## src/sv/stq_pkg.sv

```systemverilog
// ----------------------------------------------------------------------------
// Sorted timer event queue package
// Shared constants, codes, entry layout and arithmetic unit operations.
// ----------------------------------------------------------------------------
`timescale 1ns / 1ps
`default_nettype none

package stq_pkg;

  localparam int unsigned QueueDepthDefault = 16;

  localparam int unsigned TimeW   = 64;
  localparam int unsigned MarginW = 16;
  localparam int unsigned HandleW = 8;
  localparam int unsigned CmdW    = 2;
  localparam int unsigned KindW   = 3;
  localparam int unsigned CfgIdxW = 1;

  localparam logic [TimeW-1:0]   SlicePeriodReset  = 64'd62500;
  localparam logic [MarginW-1:0] SafetyMarginReset = 16'd100;

  // Command codes
  localparam logic [CmdW-1:0] CMD_ADD     = 2'd0;
  localparam logic [CmdW-1:0] CMD_CHECK   = 2'd1;
  localparam logic [CmdW-1:0] CMD_SL_EN   = 2'd2;
  localparam logic [CmdW-1:0] CMD_SL_DIS  = 2'd3;

  // Result kinds
  localparam logic [KindW-1:0] KIND_USER  = 3'd0;
  localparam logic [KindW-1:0] KIND_SLICE = 3'd1;
  localparam logic [KindW-1:0] KIND_CDSET = 3'd2;
  localparam logic [KindW-1:0] KIND_STOP  = 3'd3;
  localparam logic [KindW-1:0] KIND_REJ   = 3'd4;
  localparam logic [KindW-1:0] KIND_DONE  = 3'd5;

  // Configuration register indexes
  localparam logic [CfgIdxW-1:0] CFG_SLICE_PERIOD  = 1'd0;
  localparam logic [CfgIdxW-1:0] CFG_SAFETY_MARGIN = 1'd1;

  typedef enum logic [1:0] {
    ALU_ADD,
    ALU_SUB,
    ALU_GT
  } alu_op_e;

  typedef struct packed {
    logic [TimeW-1:0]   expire;
    logic [TimeW-1:0]   period;
    logic [HandleW-1:0] handle;
    logic               is_slice;
  } entry_t;

endpackage

`default_nettype wire

```

## src/sv/stq_if.sv

```systemverilog
// ----------------------------------------------------------------------------
// Sorted timer event queue channels
// Valid/ready channels for commands and results.
// ----------------------------------------------------------------------------
`timescale 1ns / 1ps
`default_nettype none

interface stq_in_if;
  logic                         valid;
  logic                         ready;
  logic [stq_pkg::CmdW-1:0]     cmd;
  logic [stq_pkg::TimeW-1:0]    now_count;
  logic [stq_pkg::TimeW-1:0]    countdown;
  logic [stq_pkg::TimeW-1:0]    period;
  logic [stq_pkg::HandleW-1:0]  handle;

  modport source (output valid, cmd, now_count, countdown, period, handle, input ready);
  modport sink (input valid, cmd, now_count, countdown, period, handle, output ready);
endinterface

interface stq_out_if;
  logic                         valid;
  logic                         ready;
  logic [stq_pkg::KindW-1:0]    kind;
  logic [stq_pkg::HandleW-1:0]  fired_handle;
  logic [stq_pkg::TimeW-1:0]    timer_countdown;
  logic                         last;

  modport source (output valid, kind, fired_handle, timer_countdown, last, input ready);
  modport sink (input valid, kind, fired_handle, timer_countdown, last, output ready);
endinterface

`default_nettype wire

```

## src/sv/sorted_timer_event_queue_core.sv

```systemverilog
// ----------------------------------------------------------------------------
// Sorted timer event queue core
// Keeps timer events sorted by expiry, fires due events, reports countdown.
// ----------------------------------------------------------------------------
// Operation: add/enable walk the store from the tail, comparing and shifting one
//   entry at a time, then report; disable and each fired event walk the store,
//   plus a re-insert walk for periodic events. Output stalls lengthen these.
// Throughput: one transaction at a time; the next is taken once the last result
//   of the current one is registered.
// Reset: queue empty, time slice inactive, registers at reset values.
`timescale 1ns / 1ps
`default_nettype none

module sorted_timer_event_queue_core #(
  parameter int unsigned QUEUE_DEPTH = stq_pkg::QueueDepthDefault
) (
  input  var logic                         clk_i,
  input  var logic                         rst_ni,
  stq_in_if.sink                           in_if,
  stq_out_if.source                        out_if,
  input  var logic                         cfg_we_i,
  input  var logic [stq_pkg::CfgIdxW-1:0]  cfg_index_i,
  input  var logic [stq_pkg::TimeW-1:0]    cfg_wdata_i
);

  localparam int unsigned AddrW = $clog2(QUEUE_DEPTH);
  localparam int unsigned CntW  = $clog2(QUEUE_DEPTH + 1);
  localparam logic [CntW-1:0] DepthCnt = CntW'(QUEUE_DEPTH);
  localparam logic [CntW-1:0] OneCnt   = CntW'(1);

  typedef enum logic [3:0] {
    ST_IDLE, ST_SUM, ST_INS_RD, ST_INS_CMP, ST_CHK_RD, ST_CHK_CMP, ST_CHK_EMIT,
    ST_REM_RD, ST_REM_CHK, ST_REP, ST_REP_A, ST_REP_B, ST_REP_C, ST_EMIT_LAST
  } state_e;

  state_e                         state_q;
  logic [stq_pkg::TimeW-1:0]      slice_period_q;
  logic [stq_pkg::MarginW-1:0]    margin_q;
  logic [CntW-1:0]                count_q;
  logic                           slice_active_q;
  logic [CntW-1:0]                pos_q;
  logic [CntW-1:0]                idx_q;
  logic [CntW-1:0]                fired_q;
  logic                           found_q;
  logic                           flag_q;
  logic [stq_pkg::CmdW-1:0]       cmd_q;
  logic [stq_pkg::TimeW-1:0]      now_q;
  logic [stq_pkg::TimeW-1:0]      addend_q;
  logic [stq_pkg::TimeW-1:0]      acc_q;
  logic [stq_pkg::TimeW-1:0]      cd_q;
  logic [stq_pkg::KindW-1:0]      kind_q;
  stq_pkg::entry_t                ins_q;

  logic                           out_valid_q;
  logic [stq_pkg::KindW-1:0]      out_kind_q;
  logic [stq_pkg::HandleW-1:0]    out_handle_q;
  logic [stq_pkg::TimeW-1:0]      out_cd_q;
  logic                           out_last_q;

  stq_pkg::alu_op_e               alu_op;
  logic [stq_pkg::TimeW-1:0]      alu_a;
  logic [stq_pkg::TimeW-1:0]      alu_b;
  logic [stq_pkg::TimeW-1:0]      alu_res;
  logic                           alu_gt;

  logic                           mem_we;
  logic [AddrW-1:0]               mem_waddr;
  stq_pkg::entry_t                mem_wdata;
  logic [AddrW-1:0]               mem_raddr;
  stq_pkg::entry_t                mem_rdata;

  logic                           slot_free;
  logic                           emit_now;
  logic [stq_pkg::TimeW-1:0]      eff_period;
  logic [CntW-1:0]                pos_m1;
  logic [CntW-1:0]                idx_m1;

  assign slot_free  = !out_valid_q || out_if.ready;
  assign emit_now   = slot_free && (state_q == ST_CHK_EMIT || state_q == ST_EMIT_LAST);
  assign eff_period = (slice_period_q == '0) ? {{(stq_pkg::TimeW-1){1'b0}}, 1'b1}
                                             : slice_period_q;
  assign pos_m1     = pos_q - OneCnt;
  assign idx_m1     = idx_q - OneCnt;

  assign in_if.ready            = (state_q == ST_IDLE);
  assign out_if.valid           = out_valid_q;
  assign out_if.kind            = out_kind_q;
  assign out_if.fired_handle    = out_handle_q;
  assign out_if.timer_countdown = out_cd_q;
  assign out_if.last            = out_last_q;

  stq_alu u_alu (
    .op_i  (alu_op),
    .a_i   (alu_a),
    .b_i   (alu_b),
    .res_o (alu_res),
    .gt_o  (alu_gt)
  );

  stq_mem #(.QUEUE_DEPTH(QUEUE_DEPTH)) u_mem (
    .clk_i   (clk_i),
    .we_i    (mem_we),
    .waddr_i (mem_waddr),
    .wdata_i (mem_wdata),
    .raddr_i (mem_raddr),
    .rdata_o (mem_rdata)
  );

  // Steer the shared arithmetic unit
  always_comb begin
    alu_op = stq_pkg::ALU_ADD;
    alu_a  = now_q;
    alu_b  = addend_q;
    case (state_q)
      ST_INS_CMP: begin
        alu_op = stq_pkg::ALU_GT;
        alu_a  = mem_rdata.expire;
        alu_b  = ins_q.expire;
      end
      ST_CHK_CMP: begin
        alu_op = stq_pkg::ALU_GT;
        alu_a  = mem_rdata.expire;
        alu_b  = now_q;
      end
      ST_REP_A: begin
        alu_b  = {{(stq_pkg::TimeW-stq_pkg::MarginW){1'b0}}, margin_q};
      end
      ST_REP_B: begin
        alu_op = stq_pkg::ALU_GT;
        alu_a  = mem_rdata.expire;
        alu_b  = acc_q;
      end
      ST_REP_C: begin
        alu_op = stq_pkg::ALU_SUB;
        alu_a  = mem_rdata.expire;
        alu_b  = now_q;
      end
      default: ;
    endcase
  end

  // Drive the store ports
  always_comb begin
    mem_we    = 1'b0;
    mem_waddr = pos_q[AddrW-1:0];
    mem_wdata = ins_q;
    mem_raddr = '0;
    case (state_q)
      ST_INS_RD: begin
        mem_raddr = pos_m1[AddrW-1:0];
        mem_we    = (pos_q == '0);
      end
      ST_INS_CMP: begin
        mem_we    = 1'b1;
        mem_wdata = alu_gt ? mem_rdata : ins_q;
      end
      ST_REM_RD: begin
        mem_raddr = idx_q[AddrW-1:0];
      end
      ST_REM_CHK: begin
        mem_we    = found_q;
        mem_waddr = idx_m1[AddrW-1:0];
        mem_wdata = mem_rdata;
      end
      default: ;
    endcase
  end

  // Sequencer, configuration and result register
  always_ff @(posedge clk_i or negedge rst_ni) begin
    if (!rst_ni) begin
      state_q        <= ST_IDLE;
      slice_period_q <= stq_pkg::SlicePeriodReset;
      margin_q       <= stq_pkg::SafetyMarginReset;
      count_q        <= '0;
      slice_active_q <= 1'b0;
      out_valid_q    <= 1'b0;
    end else begin
      if (cfg_we_i) begin
        case (cfg_index_i)
          stq_pkg::CFG_SLICE_PERIOD:  slice_period_q <= cfg_wdata_i;
          stq_pkg::CFG_SAFETY_MARGIN: margin_q <= cfg_wdata_i[stq_pkg::MarginW-1:0];
          default: ;
        endcase
      end
      if (out_if.ready && !emit_now) begin
        out_valid_q <= 1'b0;
      end

      case (state_q)
        ST_IDLE: begin
          if (in_if.valid) begin
            cmd_q    <= in_if.cmd;
            now_q    <= in_if.now_count;
            pos_q    <= count_q;
            cd_q     <= '0;
            fired_q  <= '0;
            case (in_if.cmd)
              stq_pkg::CMD_ADD: begin
                addend_q        <= in_if.countdown;
                ins_q.period    <= in_if.period;
                ins_q.handle    <= in_if.handle;
                ins_q.is_slice  <= 1'b0;
                if (in_if.countdown == '0 || count_q == DepthCnt) begin
                  kind_q  <= stq_pkg::KIND_REJ;
                  state_q <= ST_EMIT_LAST;
                end else begin
                  state_q <= ST_SUM;
                end
              end
              stq_pkg::CMD_CHECK: begin
                state_q <= ST_CHK_RD;
              end
              stq_pkg::CMD_SL_EN: begin
                addend_q        <= eff_period;
                ins_q.period    <= eff_period;
                ins_q.handle    <= '0;
                ins_q.is_slice  <= 1'b1;
                if (slice_active_q) begin
                  kind_q  <= stq_pkg::KIND_DONE;
                  state_q <= ST_EMIT_LAST;
                end else if (count_q == DepthCnt) begin
                  kind_q  <= stq_pkg::KIND_REJ;
                  state_q <= ST_EMIT_LAST;
                end else begin
                  slice_active_q <= 1'b1;
                  state_q        <= ST_SUM;
                end
              end
              default: begin
                if (!slice_active_q) begin
                  kind_q  <= stq_pkg::KIND_DONE;
                  state_q <= ST_EMIT_LAST;
                end else begin
                  slice_active_q <= 1'b0;
                  idx_q          <= '0;
                  found_q        <= 1'b0;
                  state_q        <= ST_REM_RD;
                end
              end
            endcase
          end
        end

        ST_SUM: begin
          ins_q.expire <= alu_res;
          state_q      <= ST_INS_RD;
        end

        // Walk down from the tail, shifting later expiries up one slot
        ST_INS_RD: begin
          if (pos_q == '0) begin
            count_q <= count_q + OneCnt;
            if (cmd_q == stq_pkg::CMD_CHECK) begin
              state_q <= ST_CHK_RD;
            end else begin
              state_q <= ST_REP;
            end
          end else begin
            state_q <= ST_INS_CMP;
          end
        end

        ST_INS_CMP: begin
          if (alu_gt) begin
            pos_q   <= pos_m1;
            state_q <= ST_INS_RD;
          end else begin
            count_q <= count_q + OneCnt;
            if (cmd_q == stq_pkg::CMD_CHECK) begin
              state_q <= ST_CHK_RD;
            end else begin
              kind_q  <= stq_pkg::KIND_DONE;
              state_q <= ST_EMIT_LAST;
            end
          end
        end

        ST_CHK_RD: begin
          if (count_q == '0 || fired_q == DepthCnt) begin
            state_q <= ST_REP;
          end else begin
            state_q <= ST_CHK_CMP;
          end
        end

        // Fire the head when due
        ST_CHK_CMP: begin
          if (alu_gt) begin
            state_q <= ST_REP;
          end else begin
            ins_q.is_slice <= mem_rdata.is_slice;
            ins_q.handle   <= mem_rdata.is_slice ? '0 : mem_rdata.handle;
            ins_q.period   <= mem_rdata.is_slice ? eff_period : mem_rdata.period;
            addend_q       <= mem_rdata.is_slice ? eff_period : mem_rdata.period;
            state_q        <= ST_CHK_EMIT;
          end
        end

        ST_CHK_EMIT: begin
          if (slot_free) begin
            out_valid_q  <= 1'b1;
            out_kind_q   <= ins_q.is_slice ? stq_pkg::KIND_SLICE : stq_pkg::KIND_USER;
            out_handle_q <= ins_q.handle;
            out_cd_q     <= '0;
            out_last_q   <= 1'b0;
            fired_q      <= fired_q + OneCnt;
            idx_q        <= OneCnt;
            found_q      <= 1'b1;
            state_q      <= ST_REM_RD;
          end
        end

        // Remove one entry by shifting the rest toward the head
        ST_REM_RD: begin
          if (idx_q == count_q) begin
            if (found_q) begin
              count_q <= count_q - OneCnt;
            end
            if (cmd_q == stq_pkg::CMD_CHECK) begin
              pos_q <= count_q - OneCnt;
              if (addend_q != '0) begin
                state_q <= ST_SUM;
              end else begin
                state_q <= ST_CHK_RD;
              end
            end else begin
              state_q <= ST_REP;
            end
          end else begin
            state_q <= ST_REM_CHK;
          end
        end

        ST_REM_CHK: begin
          if (!found_q && mem_rdata.is_slice) begin
            found_q <= 1'b1;
          end
          idx_q   <= idx_q + OneCnt;
          state_q <= ST_REM_RD;
        end

        // Countdown for the head, never below the margin
        ST_REP: begin
          if (count_q == '0) begin
            kind_q  <= stq_pkg::KIND_STOP;
            state_q <= ST_EMIT_LAST;
          end else begin
            state_q <= ST_REP_A;
          end
        end

        ST_REP_A: begin
          acc_q   <= alu_res;
          state_q <= ST_REP_B;
        end

        ST_REP_B: begin
          flag_q  <= alu_gt;
          state_q <= ST_REP_C;
        end

        ST_REP_C: begin
          cd_q    <= flag_q ? alu_res
                            : {{(stq_pkg::TimeW-stq_pkg::MarginW){1'b0}}, margin_q};
          kind_q  <= stq_pkg::KIND_CDSET;
          state_q <= ST_EMIT_LAST;
        end

        ST_EMIT_LAST: begin
          if (slot_free) begin
            out_valid_q  <= 1'b1;
            out_kind_q   <= kind_q;
            out_handle_q <= '0;
            out_cd_q     <= cd_q;
            out_last_q   <= 1'b1;
            state_q      <= ST_IDLE;
          end
        end

        default: state_q <= ST_IDLE;
      endcase
    end
  end

`ifndef SYNTH
  a_count_bound: assert property (@(posedge clk_i) disable iff (!rst_ni)
    count_q <= DepthCnt)
    else $error("entry count exceeds queue depth");

  a_slice_queued: assert property (@(posedge clk_i) disable iff (!rst_ni)
    (slice_active_q && state_q == ST_IDLE) |-> count_q != '0)
    else $error("time slice active with empty queue");

  a_fire_bound: assert property (@(posedge clk_i) disable iff (!rst_ni)
    (state_q == ST_CHK_CMP) |-> fired_q < DepthCnt)
    else $error("too many events fired in one check");
`endif

endmodule

`default_nettype wire

```

## src/sv/stq_alu.sv

```systemverilog
// ----------------------------------------------------------------------------
// Sorted timer event queue arithmetic unit
// One shared 64-bit adder, subtractor and magnitude compare.
// ----------------------------------------------------------------------------
`timescale 1ns / 1ps
`default_nettype none

module stq_alu (
  input  var stq_pkg::alu_op_e          op_i,
  input  var logic [stq_pkg::TimeW-1:0] a_i,
  input  var logic [stq_pkg::TimeW-1:0] b_i,
  output var logic [stq_pkg::TimeW-1:0] res_o,
  output var logic                      gt_o
);

  // Select the operation; sums wrap
  always_comb begin
    gt_o = 1'b0;
    case (op_i)
      stq_pkg::ALU_ADD: res_o = a_i + b_i;
      stq_pkg::ALU_SUB: res_o = a_i - b_i;
      stq_pkg::ALU_GT: begin
        res_o = '0;
        gt_o  = (a_i > b_i);
      end
      default: res_o = '0;
    endcase
  end

endmodule

`default_nettype wire

```

## src/sv/stq_mem.sv

```systemverilog
// ----------------------------------------------------------------------------
// Sorted timer event queue entry store
// One write port, one read port with registered read data.
// ----------------------------------------------------------------------------
`timescale 1ns / 1ps
`default_nettype none

module stq_mem #(
  parameter int unsigned QUEUE_DEPTH = stq_pkg::QueueDepthDefault,
  localparam int unsigned AddrW = $clog2(QUEUE_DEPTH)
) (
  input  var logic                 clk_i,
  input  var logic                 we_i,
  input  var logic [AddrW-1:0]     waddr_i,
  input  var stq_pkg::entry_t      wdata_i,
  input  var logic [AddrW-1:0]     raddr_i,
  output var stq_pkg::entry_t      rdata_o
);

  stq_pkg::entry_t mem_q [QUEUE_DEPTH];

  // Write and read entries
  always_ff @(posedge clk_i) begin
    if (we_i) begin
      mem_q[waddr_i] <= wdata_i;
    end
    rdata_o <= mem_q[raddr_i];
  end

endmodule

`default_nettype wire

```

## src/flat_wrapper.sv

```systemverilog
// flat-port wrapper written by rule: the top's interface ports become plain ports
module sorted_timer_event_queue_core_flat 
#(
  parameter int unsigned QUEUE_DEPTH = stq_pkg::QueueDepthDefault
)
  (clk_i, rst_ni, cfg_we_i, cfg_index_i, cfg_wdata_i, in_if_valid, in_if_cmd, in_if_now_count, in_if_countdown, in_if_period, in_if_handle, in_if_ready, out_if_valid, out_if_kind, out_if_fired_handle, out_if_timer_countdown, out_if_last, out_if_ready);
  stq_in_if in_if_i ();
  stq_out_if out_if_i ();
  input  var logic clk_i;
  input  var logic rst_ni;
  input  var logic cfg_we_i;
  input  var logic [stq_pkg::CfgIdxW-1:0] cfg_index_i;
  input  var logic [stq_pkg::TimeW-1:0] cfg_wdata_i;
  input wire logic [$bits(in_if_i.valid)-1:0] in_if_valid;
  input wire logic [$bits(in_if_i.cmd)-1:0] in_if_cmd;
  input wire logic [$bits(in_if_i.now_count)-1:0] in_if_now_count;
  input wire logic [$bits(in_if_i.countdown)-1:0] in_if_countdown;
  input wire logic [$bits(in_if_i.period)-1:0] in_if_period;
  input wire logic [$bits(in_if_i.handle)-1:0] in_if_handle;
  output wire logic [$bits(in_if_i.ready)-1:0] in_if_ready;
  output wire logic [$bits(out_if_i.valid)-1:0] out_if_valid;
  output wire logic [$bits(out_if_i.kind)-1:0] out_if_kind;
  output wire logic [$bits(out_if_i.fired_handle)-1:0] out_if_fired_handle;
  output wire logic [$bits(out_if_i.timer_countdown)-1:0] out_if_timer_countdown;
  output wire logic [$bits(out_if_i.last)-1:0] out_if_last;
  input wire logic [$bits(out_if_i.ready)-1:0] out_if_ready;
  assign in_if_i.valid = in_if_valid;
  assign in_if_i.cmd = in_if_cmd;
  assign in_if_i.now_count = in_if_now_count;
  assign in_if_i.countdown = in_if_countdown;
  assign in_if_i.period = in_if_period;
  assign in_if_i.handle = in_if_handle;
  assign in_if_ready = in_if_i.ready;
  assign out_if_valid = out_if_i.valid;
  assign out_if_kind = out_if_i.kind;
  assign out_if_fired_handle = out_if_i.fired_handle;
  assign out_if_timer_countdown = out_if_i.timer_countdown;
  assign out_if_last = out_if_i.last;
  assign out_if_i.ready = out_if_ready;
  sorted_timer_event_queue_core #(.QUEUE_DEPTH(QUEUE_DEPTH)) u_core (.clk_i(clk_i), .rst_ni(rst_ni), .in_if(in_if_i), .out_if(out_if_i), .cfg_we_i(cfg_we_i), .cfg_index_i(cfg_index_i), .cfg_wdata_i(cfg_wdata_i));
endmodule
```

## config.mk

```make
export PLATFORM = sky130hd
export DESIGN_NAME = sorted_timer_event_queue_core_flat
export DESIGN_NICKNAME = d
export VERILOG_FILES = /design/src/sv/stq_pkg.sv /design/src/sv/stq_if.sv /design/src/sv/sorted_timer_event_queue_core.sv /design/src/sv/stq_alu.sv /design/src/sv/stq_mem.sv /design/src/flat_wrapper.sv
export SDC_FILE = /design/constraint.sdc
export NUM_CORES = 2
export LEC_CHECK = 0
export ABC_AREA = 1
export BUFFER_PORTS_ARGS = -buffer_cell sky130_fd_sc_hd__buf_2
export CORE_MARGIN = 2
export CORE_UTILIZATION = 62
export CTS_BUF_LIST = sky130_fd_sc_hd__clkbuf_16
export DETAILED_ROUTE_END_ITERATION = 6
export GPL_TIMING_DRIVEN = 0
export PLACE_DENSITY_LB_ADDON = 0.15
export SYNTH_ARGS = -nofsm -noshare
export SYNTH_HDL_FRONTEND = slang
export SYNTH_SLANG_ARGS = --single-unit
```

## constraint.sdc

```tcl
create_clock -name clk_i -period 15.7 [get_ports clk_i]
set_input_delay 0 -clock clk_i [delete_from_list [all_inputs] [get_ports clk_i]]
set_output_delay 0 -clock clk_i [all_outputs]
set_load 0.005 [all_outputs]
```

==> summary.txt, run 1 <==
Placement
  – Port bufs: 349
  – GPL Wtd Cong: 1.11
  – Pre-CTS setup slack: 6.59 ns
  – DP HPWL: 396 mm

Die
  – Io pins: 350
  – Row count: 165
  – Initial core utilization: 0.624
  – Die X: 455 um
  – Die Ht: 455 um

Synth
  – Syn_nets: 11800
  – Mapped Cells: 11300
  – Synth Area in Adders: 0.0137
  – Largest family of logic cells by synthesized area: compound AO/OA/AOI/OAI gates
  – #FFs+latches synth: 2911
  – Synth cell types: 58
  – Post-Synth Simple-Gate Area: 0.113
  – Multiplexer share of the synthesized area: 0.000794
  – Async set or reset register ratio after synthesis: 0.0313
  – Post-synth EDFFs: 2683
  – Post-synthesis compound-gate area fraction: 0.140
  – Prevailing post-synth register cell: edfxtp_1
  – Post-synthesis sequential area ratio: 0.679
  – Yosys warnings: 0
  – Post-Synth XOR/XNOR Area: 0.000973
  – Syn_area_per_cell: 11.1 um2
  – Synthesized cell area: 0.126 mm2

Global route
  – Largest net degree at the start of global routing: 56
  – Total gr overflow: 3
  – Vias in the first global route: 108000
  – First-pass GRT wire length: 783 mm
  – Gr usage total: 0.549

Clock tree
  – Maximum root-to-sink buffer count: 4
  – Clock root cell: clkbuf_16
  – Sinks on Clock Net: 2911
  – H-tree depth: 5
  – Num CTS Buffers: 306
  – Post-CTS Setup Inserts: 0

Outcome
  – First reported error: [ERROR GRT-0116] Global routing finished with congestion. Check the congestion regions in the DRC Viewer.
  – Run status: did not finish
  – Halt Stage: 5_1_grt
## metrics by stage
step | instances | cell area [um2]
detailed placement | 14500 | 134000
global placement | 14400 | 131000
floorplan | 11300 | 126000
CTS | 15500 | 148000
## timing repair
item / 4_1_cts
endpoints found under the hold margin: 465
gates resized for setup: 0
setup endpoints to repair: 0
hold buffers: 481
## cells in the mapped netlist, types with 9 or more instances
| cell | count | share of area |
|---|---|---|
| edfxtp_1 | 2683 | 0.64 |
| nor2_1 | 1814 | 0.054 |
| o21ai_0 | 1450 | 0.058 |
| nand2_1 | 1181 | 0.035 |
| inv_1 | 928 | 0.028 |
| o22ai_1 | 628 | 0.031 |
| o21ai_1 | 435 | 0.017 |
| clkbuf_1 | 388 | 0.012 |
| a21oi_1 | 368 | 0.015 |
| nand3_1 | 264 | 0.010 |
| buf_2 | 206 | 0.0082 |
| dfxtp_1 | 137 | 0.022 |
| ha_1 | 135 | 0.013 |
| dfrtp_1 | 81 | 0.016 |
| o221ai_1 | 76 | 0.0053 |
| nand4_1 | 60 | 0.0030 |
| nand2_4 | 52 | 0.0046 |
| o21ai_2 | 50 | 0.0035 |
| nor3_1 | 42 | 0.0017 |
| o211ai_1 | 39 | 0.0023 |
| o2111ai_1 | 36 | 0.0025 |
| o21bai_1 | 35 | 0.0021 |
| inv_2 | 34 | 0.0010 |
| buf_1 | 23 | 0.00068 |
| buf_6 | 23 | 0.0021 |
| nor2_2 | 21 | 0.0010 |
| nor4_1 | 20 | 0.00099 |
| o21a_1 | 14 | 0.00083 |
| dfstp_2 | 10 | 0.0021 |
| xor2_1 | 10 | 0.00069 |
| nand2_2 | 9 | 0.00045 |
## cells by family after synthesis
family / after synthesis
flops: 2911
mux: 9
buf+inv: 1618
xor+xnor: 14
simple gates: 3482
fa+ha+maj: 137
compound gates: 3175
## per-layer routing
| layer | track usage | overflow |
|---|---|---|
| met5 | 0.0136 | 0 |
| met3 | 0.255 | 0 |
| met2 | 0.765 | 2 |
| met1 | 0.614 | 0 |
| met4 | 0.529 | 1 |
==> inputs of run 2 (changes only) <==
Settings changed: CORE_UTILIZATION 62 to 40, CTS_BUF_LIST sky130_fd_sc_hd__clkbuf_16 to unset.
==> summary.txt, run 2 <==
Setup path
  – R2r setup slk: 6.02 ns
  – Arrival time of the worst setup path: 10.23 ns
  – Crit path capture type: register
  – Crit path launch type: register
  – Reg2reg end: u_core.u_mem.mem_q[12][81]
  – Crit Reg-Reg Startpoint: u_core.state_q[0]
  – Req. time, crit path: 16.25 ns
  – Setup CP Type: register to register
  – Crit-path max FO: 16
  – Reg2Reg Depth: 24

Placement
  – Pre-CTS setup slack: 6.45 ns (-0.142 ns)
  – DP HPWL: 447 mm (+13%)
  – GPL Wtd Cong: 1.02 (-8.5%)
  – Post-place instance area: 0.136 mm2 (+1.7%)
  – Port bufs: 349 (unchanged)

Outcome
  – Failing checks: DRC, capacitance limit, slew limit
  – Run status: finished, violations left

STA
  – Clock Skew: 0.0779 ns
  – Fin. Hold Viols: 0
  – Max transition margin: -0.0361
  – RSZ-0062 raised after global routing: no
  – Final min period: 9.68 ns
  – Final WS setup: 6.02 ns
  – Final setup violation count: 0
  – Fin. max-slew vios: 70
  – Max Clk Rate: 0.103 GHz
  – Worst-margin pin slew: 1.54 ns
  – Final period util: 0.617

Pwr
  – Tot Pwr: 35100 uW
  – P per Cell Area: 231 mW/mm2
  – Lkg Pwr: 0.0548 uW
  – VDD IR max: 0.115 mV

Synth
  – Yosys warnings: 0 (unchanged)
  – Cell with the most instances after synthesis: edfxtp_1
  – Mapped Cells: 11300 (unchanged)
  – Post-synthesis sequential area ratio: 0.679 (unchanged)
  – Post-synth EDFFs: 2683 (unchanged)
  – Post-synth top area share: 0.639 (unchanged)
  – Synthesized cell area: 0.126 mm2 (unchanged)
  – #FFs+latches synth: 2911 (unchanged)
  – Async set or reset register ratio after synthesis: 0.0313 (unchanged)
  – Yosys top cell by area: edfxtp_1
  – Syn_nets: 11800 (unchanged)
  – Synth area leaders: edfxtp_1 (64%), o21ai_0 (5.8%), nor2_1 (5.4%), nand2_1 (3.5%), o22ai_1 (3.1%)
  – Post-synth top cells: edfxtp_1 (2683), nor2_1 (1814), o21ai_0 (1450), nand2_1 (1181), inv_1 (928)
  – Syn_area_per_cell: 11.1 um2 (unchanged)
  – Prevailing post-synth register cell: edfxtp_1
  – Synth cell types: 58 (unchanged)

Clock tree
  – Sinks on Clock Net: 2911 (unchanged)
  – Num CTS Buffers: 323 (+5.6%)
  – Clock root cell: clkbuf_16
  – CTS tree: yes
  – Maximum root-to-sink buffer count: 4 (unchanged)
  – Clock Latency Late Sink: 0.96 ns
  – Post-CTS sizing: 0 (unchanged)
  – H-tree depth: 5 (unchanged)
  – CTS clk-pin slew, worst paths: 0.06 ns

Global route
  – Largest net degree at the start of global routing: 49
  – Vias in the first global route: 95400
  – Initial antenna violation count: 64
  – Total gr overflow: 0
  – Gr usage total: 0.365
  – First-pass GRT wire length: 793 mm

Die
  – Row count: 206 (+25%)
  – Total core area: 0.314 mm2
  – Io pins: 350 (unchanged)
  – Initial core utilization: 0.401 (-0.222)
  – Die X: 565 um (+24%)
  – Die Area: 0.320 mm2
  – Die Ht: 565 um (+24%)

Cells and area
  – Utilization after layout: 0.483
  – Design area: 0.152 mm2
  – Most frequent cells in the layout: edfxtp_1 (2683), nor2_1 (1794), o21ai_0 (1446)
  – Reg with most FFs: u_core.u_mem.mem_q
  – FILL cells: 28300
  – Total area of sequential cells: 0.0856 mm2
  – Multi-input logic area: 0.0341 mm2
  – Layout Nets: 13000
  – Largest registers: u_core.u_mem.mem_q: 2192 flops, u_core.ins_q: 137 flops, u_core.u_mem.rdata_o: 137 flops
  – Commonest non-fill, non-tap cell in the layout: edfxtp_1
  – Share of layout cells above drive strength 1: 0.114
  – Max reg flops: 2192
  – Synth-to-Final Area Change: 20.4%

Routing
  – Initial DRC Count: 14800
  – Drt first pass iters: 7
  – Aggregate routed wire length: 597 mm
  – DR vias/cell: 5.92
  – DR DRC count: 4
  – Final ANT Viol Nets: 0
  – Vias: 101000
  – Avg WL per Cell: 34.9 um

Hold path
  – Hold endpoint: u_core.ins_q[14]
  – HP Class: primary input to register
  – Hold Startpoint: in_if_period[5]
  – Hold depth: 4

Flow run
  – Max Cap Viol: 10
[run 2: cell counts after synthesis]
Identical to the previous run, type by type.
[run 2: critical path: stages, from the launching register on]
cell,delay (ns)
dfrtp_1,0.42
inv_1,0.08
nor2_1,0.16
inv_2,0.07
nor2_2,0.69
a21oi_1,0.18
nand2_1,0.40
inv_1,0.29
buf_2,0.34
clkbuf_1,0.38
o21ai_0,0.85
ha_1,0.63
nor2_2,0.27
nand2_1,0.12
nor2_1,0.31
inv_1,0.14
nor3_2,0.69
a21oi_1,0.25
nand2_4,0.19
nand2_2,0.11
o21ai_4,0.24
buf_6,0.37
buf_6,0.40
nand2_1,0.60
o21ai_1,1.00
[run 2: logic make-up (layout without fill, tap and decap cells)]
kind of cell	Yosys count	in the layout	share of synthesized area
compound gates	3175	3175	0.140
xor+xnor	14	14	0.000973
fa+ha+maj	137	137	0.0137
buf+inv	1618	3177	0.0526
flops	2911	2911	0.679
mux	9	9	0.000794
other cells	0	50	0
simple gates	3482	3482	0.113
[run 2: cell type report]
class | count | share of cell area
flip-flops and latches | 2911 | 0.564
multi-input cells | 6817 | 0.224
repair buffers | 963 | 0.0625
clock buffers | 443 | 0.0590
well taps | 4160 | 0.0343
inverters | 964 | 0.0238
plain buffers | 654 | 0.0200
clock inverters | 153 | 0.0109
diodes | 50 | 0.000825
[run 2: repair_timing]
| action | 4_1_cts | 5_1_grt |
|---|---|---|
| setup buffers | 0 | 0 |
| hold endpoints to repair | 436 | 1 |
| hold buffers | 455 | 1 |
[run 2: how the worst max path moves through the flow]
| stage | startpoint | to | slack, ns | cells past startpoint |
|---|---|---|---|---|
| 2_1_floorplan | u_core.state_q[1] | u_core.addend_q[0] | 1.88 | 25 |
| 3_3_place_gp | u_core.state_q[2] | u_core.ins_q[54] | -9.91 | 19 |
| 3_5_place_dp | u_core.state_q[0] | u_core.u_mem.mem_q[12][81] | 6.45 | 24 |
| 4_1_cts | u_core.state_q[0] | u_core.u_mem.mem_q[8][81] | 6.41 | 24 |
| 5_1_grt | u_core.state_q[0] | u_core.u_mem.mem_q[7][81] | 6.15 | 24 |
| 6_report | u_core.state_q[0] | u_core.u_mem.mem_q[12][81] | 6.02 | 24 |
[run 2: metrics by stage]
| step | TNS (ns) | hold slack, ns | instances |
|---|---|---|---|
| finish | 0 | 0.0495 | 17100 |
| global route | 0 | 0.0185 | 17100 |
| CTS | 0 | 0.00944 | 17100 |
| detailed placement | 0 | 0.0263 | 16000 |
| global placement | -4061.11 | 0.178 | 15900 |
| floorplan | 0 | -0.296 | 11300 |
[run 2: routing by layer]
| layer | vias to the layer above | GRT usage | routed length (um) |
|---|---|---|---|
| met2 | 6297 | 0.564 | 267000 |
| met5 | - | 0 | 226 |
| met4 | 34 | 0.230 | 43400 |
| met1 | 50700 | 0.471 | 229000 |
| met3 | 1256 | 0.0715 | 57700 |
| li1 | 43000 | - | - |
[run 2: where the power goes]
| group | switching, uW | internal (uW) |
|---|---|---|
| combinational | 12900 | 3480 |
| sequential | 447 | 10600 |
| clock | 3270 | 4390 |
| total | 16600 | 18500 |
(Power assumes the default switching activity.)
